==> config.mk <==
export PLATFORM = sky130hd
export DESIGN_NAME = delta_packet_framer
export DESIGN_NICKNAME = d
export VERILOG_FILES = /design/src/rtl/dpf_pkg.sv /design/src/rtl/delta_packet_framer.sv /design/src/rtl/dpf_front.sv /design/src/rtl/dpf_fifo.sv /design/src/rtl/dpf_serializer.sv
export SDC_FILE = /design/constraint.sdc
export NUM_CORES = 1
export LEC_CHECK = 0
export BUFFER_PORTS_ARGS = -buffer_cell sky130_fd_sc_hd__buf_2
export CORE_ASPECT_RATIO = 1.75
export CORE_UTILIZATION = 38
export CTS_BUF_LIST = sky130_fd_sc_hd__clkbuf_8
export DETAILED_ROUTE_END_ITERATION = 10
export PLACE_DENSITY_LB_ADDON = 0.08
export SLEW_MARGIN = 30
export SYNTH_ARGS = -nofsm -noshare
export SYNTH_HDL_FRONTEND = slang
export SYNTH_HIERARCHICAL = 1
export SYNTH_SLANG_ARGS = --single-unit
==> constraint.sdc <==
create_clock -name clk -period 6 [get_ports clk]
set_input_delay 0.3 -clock clk [delete_from_list [all_inputs] [get_ports clk]]
set_output_delay 0.3 -clock clk [all_outputs]
set_load 0.005 [all_outputs]
==> src/rtl/dpf_pkg.sv <==
`timescale 1ns / 1ps
package dpf_pkg;

  localparam int ANGLE_W    = 14;
  localparam int FIFO_DEPTH = 4;
  localparam int FIFO_AW    = $clog2(FIFO_DEPTH);
  localparam int FIFO_CW    = $clog2(FIFO_DEPTH + 1);

  localparam logic [7:0] SYNC_BYTE  = 8'hCC;
  localparam logic [7:0] FRAME_LAST = 8'(255 - 1);

  typedef struct packed {
    logic [15:0]        counter_word;
    logic [ANGLE_W-1:0] angle_word;
  } in_item_t;

  typedef struct packed {
    logic [7:0] tx_byte;
    logic       last;
  } out_item_t;

  // One frame worth of payload, handed from the front end to the serializer.
  typedef struct packed {
    logic [15:0] dn;
    logic [15:0] du;
    logic [7:0]  number;
    logic [7:0]  checksum;
  } frame_t;

  typedef enum logic [6:0] {
    SLOT_SYNC  = 7'b0000001,
    SLOT_DN_LO = 7'b0000010,
    SLOT_DN_HI = 7'b0000100,
    SLOT_DU_LO = 7'b0001000,
    SLOT_DU_HI = 7'b0010000,
    SLOT_NUM   = 7'b0100000,
    SLOT_SUM   = 7'b1000000
  } slot_t;

endpackage

==> src/rtl/delta_packet_framer.sv <==
`timescale 1ns / 1ps
// Channel   Handshake          Payload
// sample    push / full        in_item_t  {counter_word, angle_word}
// result    pop / empty        out_item_t {tx_byte, last}
// config    cfg_we             cfg_wdata (angle mode)
//
// A sample becomes seven result beats, one per cycle while pop is held, so the
// byte-wide serializer sets the sustained rate; new samples are still taken
// while a frame is sent. A four-frame queue sits between the front end and
// the serializer; full rises only when it holds four unsent frames.
// Reset is synchronous and clears all history, the frame number and angle mode.
// A stalled pop holds the current byte; pushes continue until the queue fills.
module delta_packet_framer (
  input  logic               clk,
  input  logic               rst,
  input  logic               push,
  output logic               full,
  input  dpf_pkg::in_item_t  sample,
  input  logic               pop,
  output logic               empty,
  output dpf_pkg::out_item_t result,
  input  logic               cfg_we,
  input  logic               cfg_wdata
);

  dpf_pkg::frame_t wr_frame;
  dpf_pkg::frame_t rd_frame;
  logic            accept;
  logic            fifo_valid;
  logic            fifo_rd;

  assign accept = push && !full;

  dpf_front u_front (
    .clk       (clk),
    .rst       (rst),
    .cfg_we    (cfg_we),
    .cfg_wdata (cfg_wdata),
    .accept    (accept),
    .sample    (sample),
    .frame     (wr_frame)
  );

  dpf_fifo u_fifo (
    .clk     (clk),
    .rst     (rst),
    .wr      (accept),
    .wr_data (wr_frame),
    .full    (full),
    .rd      (fifo_rd),
    .rd_data (rd_frame),
    .valid   (fifo_valid)
  );

  dpf_serializer u_ser (
    .clk        (clk),
    .rst        (rst),
    .fifo_valid (fifo_valid),
    .fifo_data  (rd_frame),
    .fifo_rd    (fifo_rd),
    .frame_byte (result),
    .empty      (empty),
    .pop        (pop)
  );

endmodule

==> src/rtl/dpf_front.sv <==
`timescale 1ns / 1ps
module dpf_front (
  input  logic              clk,
  input  logic              rst,
  input  logic              cfg_we,
  input  logic              cfg_wdata,
  input  logic              accept,
  input  dpf_pkg::in_item_t sample,
  output dpf_pkg::frame_t   frame
);

  logic        angle_mode;
  logic [15:0] count_now;
  logic [15:0] angle_now;
  logic [15:0] angle_before;
  logic [7:0]  frame_number;

  logic [15:0] angle_ext;
  logic [15:0] angle_now_next;
  logic [15:0] angle_before_next;
  logic [7:0]  frame_number_next;
  logic [15:0] dn;
  logic [15:0] du;

  always_comb begin
    angle_ext = {{(16 - dpf_pkg::ANGLE_W){sample.angle_word[dpf_pkg::ANGLE_W-1]}},
                 sample.angle_word};
    if (angle_mode) begin
      angle_now_next    = angle_ext;
      angle_before_next = angle_now;
    end else begin
      angle_now_next    = angle_now;
      angle_before_next = angle_before;
    end
    dn = sample.counter_word - count_now;
    du = angle_now_next - angle_before_next;
    frame_number_next = (frame_number == dpf_pkg::FRAME_LAST) ? 8'd0 : frame_number + 8'd1;
    frame.dn       = dn;
    frame.du       = du;
    frame.number   = frame_number_next;
    frame.checksum = dn[7:0] + dn[15:8] + du[7:0] + du[15:8] + frame_number_next;
  end

  always_ff @(posedge clk) begin
    if (rst) begin
      angle_mode   <= 1'b0;
      count_now    <= '0;
      angle_now    <= '0;
      angle_before <= '0;
      frame_number <= '0;
    end else begin
      if (cfg_we) begin
        angle_mode <= cfg_wdata;
      end
      if (accept) begin
        count_now    <= sample.counter_word;
        angle_now    <= angle_now_next;
        angle_before <= angle_before_next;
        frame_number <= frame_number_next;
      end
    end
  end

`ifndef ASSERT_OFF
  // With angle mode off the stored angles must not move on a beat.
  a_angle_hold: assert property (@(posedge clk) disable iff (rst)
    accept && !angle_mode |=> $stable(angle_now) && $stable(angle_before))
    else $error("angle state changed with angle mode off");
`endif

endmodule

==> src/rtl/dpf_fifo.sv <==
`timescale 1ns / 1ps
module dpf_fifo (
  input  logic            clk,
  input  logic            rst,
  input  logic            wr,
  input  dpf_pkg::frame_t wr_data,
  output logic            full,
  input  logic            rd,
  output dpf_pkg::frame_t rd_data,
  output logic            valid
);

  dpf_pkg::frame_t               mem [dpf_pkg::FIFO_DEPTH];
  logic [dpf_pkg::FIFO_AW-1:0]   wr_ptr;
  logic [dpf_pkg::FIFO_AW-1:0]   rd_ptr;
  logic [dpf_pkg::FIFO_CW-1:0]   count;

  assign full    = (count == dpf_pkg::FIFO_CW'(dpf_pkg::FIFO_DEPTH));
  assign valid   = (count != '0);
  assign rd_data = mem[rd_ptr];

  always_ff @(posedge clk) begin
    if (wr) begin
      mem[wr_ptr] <= wr_data;
    end
  end

  always_ff @(posedge clk) begin
    if (rst) begin
      wr_ptr <= '0;
      rd_ptr <= '0;
      count  <= '0;
    end else begin
      if (wr) begin
        wr_ptr <= wr_ptr + 1'b1;
      end
      if (rd) begin
        rd_ptr <= rd_ptr + 1'b1;
      end
      if (wr && !rd) begin
        count <= count + 1'b1;
      end else if (rd && !wr) begin
        count <= count - 1'b1;
      end
    end
  end

`ifndef ASSERT_OFF
  a_no_overflow: assert property (@(posedge clk) disable iff (rst)
    wr |-> !full)
    else $error("frame queue written while full");

  a_no_underflow: assert property (@(posedge clk) disable iff (rst)
    rd |-> valid)
    else $error("frame queue read while empty");
`endif

endmodule

==> src/rtl/dpf_serializer.sv <==
`timescale 1ns / 1ps
module dpf_serializer (
  input  logic               clk,
  input  logic               rst,
  input  logic               fifo_valid,
  input  dpf_pkg::frame_t    fifo_data,
  output logic               fifo_rd,
  output dpf_pkg::out_item_t frame_byte,
  output logic               empty,
  input  logic               pop
);

  logic            busy;
  dpf_pkg::slot_t  slot;
  dpf_pkg::slot_t  slot_next;
  dpf_pkg::frame_t frame;
  logic            load;

  // A new frame is loaded as the checksum beat leaves, so frames run back to back.
  assign load    = fifo_valid && (!busy || (pop && slot == dpf_pkg::SLOT_SUM));
  assign fifo_rd = load;
  assign empty   = !busy;

  always_comb begin
    case (slot)
      dpf_pkg::SLOT_SYNC: begin
        slot_next          = dpf_pkg::SLOT_DN_LO;
        frame_byte.tx_byte = dpf_pkg::SYNC_BYTE;
      end
      dpf_pkg::SLOT_DN_LO: begin
        slot_next          = dpf_pkg::SLOT_DN_HI;
        frame_byte.tx_byte = frame.dn[7:0];
      end
      dpf_pkg::SLOT_DN_HI: begin
        slot_next          = dpf_pkg::SLOT_DU_LO;
        frame_byte.tx_byte = frame.dn[15:8];
      end
      dpf_pkg::SLOT_DU_LO: begin
        slot_next          = dpf_pkg::SLOT_DU_HI;
        frame_byte.tx_byte = frame.du[7:0];
      end
      dpf_pkg::SLOT_DU_HI: begin
        slot_next          = dpf_pkg::SLOT_NUM;
        frame_byte.tx_byte = frame.du[15:8];
      end
      dpf_pkg::SLOT_NUM: begin
        slot_next          = dpf_pkg::SLOT_SUM;
        frame_byte.tx_byte = frame.number;
      end
      dpf_pkg::SLOT_SUM: begin
        slot_next          = dpf_pkg::SLOT_SYNC;
        frame_byte.tx_byte = frame.checksum;
      end
      default: begin
        slot_next          = dpf_pkg::SLOT_SYNC;
        frame_byte.tx_byte = dpf_pkg::SYNC_BYTE;
      end
    endcase
    frame_byte.last = (slot == dpf_pkg::SLOT_SUM);
  end

  always_ff @(posedge clk) begin
    if (load) begin
      frame <= fifo_data;
    end
  end

  always_ff @(posedge clk) begin
    if (rst) begin
      busy <= 1'b0;
      slot <= dpf_pkg::SLOT_SYNC;
    end else if (load) begin
      busy <= 1'b1;
      slot <= dpf_pkg::SLOT_SYNC;
    end else if (busy && pop) begin
      if (slot == dpf_pkg::SLOT_SUM) begin
        busy <= 1'b0;
      end
      slot <= slot_next;
    end
  end

`ifndef ASSERT_OFF
  a_load_starts_sync: assert property (@(posedge clk) disable iff (rst)
    load |=> busy && slot == dpf_pkg::SLOT_SYNC)
    else $error("loaded frame does not start with the sync beat");
`endif

endmodule
==> results.md <==
* Total power at around 9.3 mW
* Routed WL at 33,000 um
* Syn_nets at about 1,100
* Setup crit start kind: primary input
* Most frequent cells in the layout: edfxtp_1, nor2_1, inv_1
* Logic pwr share at about two fifths
* Most common cell after layout, fill and taps aside: edfxtp_1
* Synth warnings at 6
* Sw frac at a little over a third
* Via-per-instance ratio at around 5.1
* IO Pins at between 40 and 50
* Mapped cell area at 14,200 um2
* FP Rows at 93
* Yosys cell types at 67
* Number of max-cap violations at 0
* WL/cell at about 21 um
* Vias in the first global route at 8,585
* Compound-Gate Fraction of Synth Area at slightly below 7%
* WS Path Type: in2reg
* Cell Pwr Density at between 500 and 600 nW/um2
* Post-synth EDFFs at 240
* Reg power frac at roughly 41%
* CTS Buf Count at 50
* Post-Synth XOR/XNOR Area at 3.20%
* Core area at roughly 37,000 um2
* CTS root buf: clkbuf_8
* P_int at ~6 mW
* Fin. max-slew vios at 0
* Adder-Cell Fraction of Synth Area at slightly above 7%
* Initial antenna violation count at 1
* Clk slew on worst S/H paths at about 0.06 ns
* Avg Cell Area, Syn at around 15 um2
* Post-DRT Antenna Nets at 0
* Total GRT Usage at ~18%
* Full die area at about 38,000 um2
* Tcrit/Tclk final at 94.1%
* Max Clock Skew at roughly 0.032 ns
* Outcome: completed
* Yosys top cell area share at between 50% and 60%
* Post-synth top flop: edfxtp_1
* Fmax at ~180 MHz
* Endpoint class of the critical path: flop
* DR pass1 iterations at 4
* Multiplexer area fraction after synthesis at roughly an eighth
* # DRC at 0
* Total gr overflow at 0
* Synthesized instance count at between 900 and 1,000
* Final instance area at between 15,000 and 20,000 um2
* P_leak at ~6 nW
* Seq cells post-synth at around 310
* Clock power frac at 20.7%
* Area delta synth->final at 14.5%
* H-tree depth at 2
* Tightest Pin Transition at 0.896 ns
* Vias at between 8,000 and 9,000
* Clk sinks at 314
* Register area share after synthesis at roughly 61%
* Clk_lat worst skew at between 0.6 and 0.7 ns
* Synth area leaders: edfxtp_1, dfxtp_1, mux4_2, ha_1, mux2i_1
* Die X at ~150 um
* Post-DP HPWL at ~22,000 um
* Peak supply drop at around 0.56 mV
* Final setup fails at 0
* Initial Utilization at 38.6%
* Final min period at around 5.6 ns
* Final Hold Viols at 0
* Gp weighted congestion at 0.801
* Largest family of logic cells by synthesized area: multiplexers
* Post-Synth Simple-Gate Area at approximately 6.5%
* TritonCTS clock tree: done
* Die height at 258 um
* Largest area contributor in the netlist: edfxtp_1
* Share of layout cells above drive strength 1 at between 20 and 25%
* Switch Pwr at 3.30 mW
* Largest net degree at the start of global routing at 68
* First DRT Iteration DRCs at around 360
* IO Port Bufs at 46
* Synth async-reset ratio at 0%
* Worst Path Required at between 6 and 7 ns
* Crit path DAT at between 5 and 6 ns
* First-pass GRT wire length at 50,400 um
* Fin nets at 1,176
* Maximum clock path buffer count at 3
* Hold Path Class: in2reg
* Placed instance area at around 15,000 um2
* Crit Path Max Fanout at 4
* Slew headroom at between 40% and 50%
==> registers in the layout, summed over array words and instances, names as in the netlist, named ones only <==
| name | count |
|---|---|
| u_fifo/wr_ptr | 2 |
| u_ser/busy | 1 |
| u_ser/slot | 7 |
| u_fifo/mem | 192 |
| u_front/angle_before | 16 |
| u_ser/frame | 48 |
| u_front/frame_number | 8 |
| u_fifo/count | 3 |
| u_fifo/rd_ptr | 2 |
| u_front/angle_mode | 1 |
| u_front/count_now | 16 |
| u_front/angle_now | 16 |
==> final timing paths <==
path                                              start                                    end  slack (ns)  cells past startpoint
setup / recovery                             sample[14]             u_fifo/mem[3][7]$_DFFE_PP_        0.35                     27
hold / removal                                sample[3]      u_front/angle_now[3]$_SDFFE_PP0P_         0.1                      4
setup reg to reg      u_front/count_now[1]$_SDFFE_PP0P_             u_fifo/mem[3][7]$_DFFE_PP_        0.37                     25
hold reg to reg   u_front/angle_before[15]$_SDFFE_PP0P_  u_front/angle_before[15]$_SDFFE_PP0P_        0.45                      2
==> Yosys cell counts (18+ instances only) <==
library cell and instances:
a21oi_1 30, a22oi_1 18, clkbuf_1 19, dfxtp_1 74, edfxtp_1 240, fa_1 23
ha_1 45, inv_1 59, mux2i_1 55, mux4_2 48, nand2_1 32, nor2_1 99
xnor2_1 32, xor2_1 20
==> kinds of logic (layout without fill, tap and decap cells) <==
kind of cell,Yosys count,count (layout)
buf+inv,98,234
fa+ha+maj,68,68
flops,314,314
other cells,0,1
simple gates,194,194
xor+xnor,52,52
mux,115,115
compound gates,134,134
==> critical path, stage by stage <==
cell	delay, ns
dlygate4sd3_1	0.53
buf_2	0.13
inv_1	0.05
ha_1	0.16
inv_1	0.06
fa_1	0.40
a21o_1	0.18
a21oi_1	0.20
nor2b_1	0.08
o21ai_2	0.16
a211o_1	0.16
nand3_1	0.11
a31o_2	0.27
a21oi_1	0.18
xnor2_1	0.20
fa_1	0.49
fa_1	0.51
inv_1	0.05
fa_1	0.50
inv_1	0.04
ha_1	0.33
a21oi_1	0.16
o21ai_1	0.10
xnor2_1	0.20
xnor2_1	0.15
xnor2_1	0.15
xnor2_1	0.13
==> per-layer routing <==
layer | share of wire (%) | GRT usage (%)
met5 | 0 | 0
met4 | 3.3 | 7.16
met3 | 2.9 | 2.69
met2 | 56 | 34.8
met1 | 38 | 19.2
==> per-stage QoR <==
stage                     setup slack (ns)  hold WS, ns  utilization [%]  instances  setup TNS [ns]
after CTS                           0.0766       0.0542             44.1       1586               0
after detailed placement           -0.0395        0.448             40.7       1476          -0.158
final                                0.352       0.0981             44.2       1587               0
after floorplan                      0.479        0.369                -        975               0
after global placement              0.0748        0.447             40.7       1476               0
after global routing              -0.00669       0.0909             44.2       1587         -0.0206
==> final cells by class <==
type	instances	area [um2]
Sequential cell	314	8700
Fill cell	3353	20600
Inverter	59	221
Tap cell	475	594
Multi-Input combinational cell	563	5170
Clock buffer	55	757
Clock inverter	36	289
Antenna cell	1	2.50
Timing Repair Buffer	84	563
==> power groups by stage <==
stage	registers, mW	logic [mW]	clock network (mW)
2_1_floorplan	3.66	2.53	0
3_3_place_gp	3.83	3.60	0
3_5_place_dp	3.84	3.63	0
4_1_cts	3.80	3.65	1.99
5_1_grt	3.83	3.99	2.07
6_report	3.78	3.60	1.92
==> what timing repair did <==
action | 4_1_cts | 5_1_grt
hold buffers | 19 | 0
gates resized for setup | 0 | 11
endpoints found under the setup margin | 0 | 4
hold endpoints to repair | 18 | 0
setup buffers | 0 | 0
Note: power is estimated with default switching activity, not from simulation.
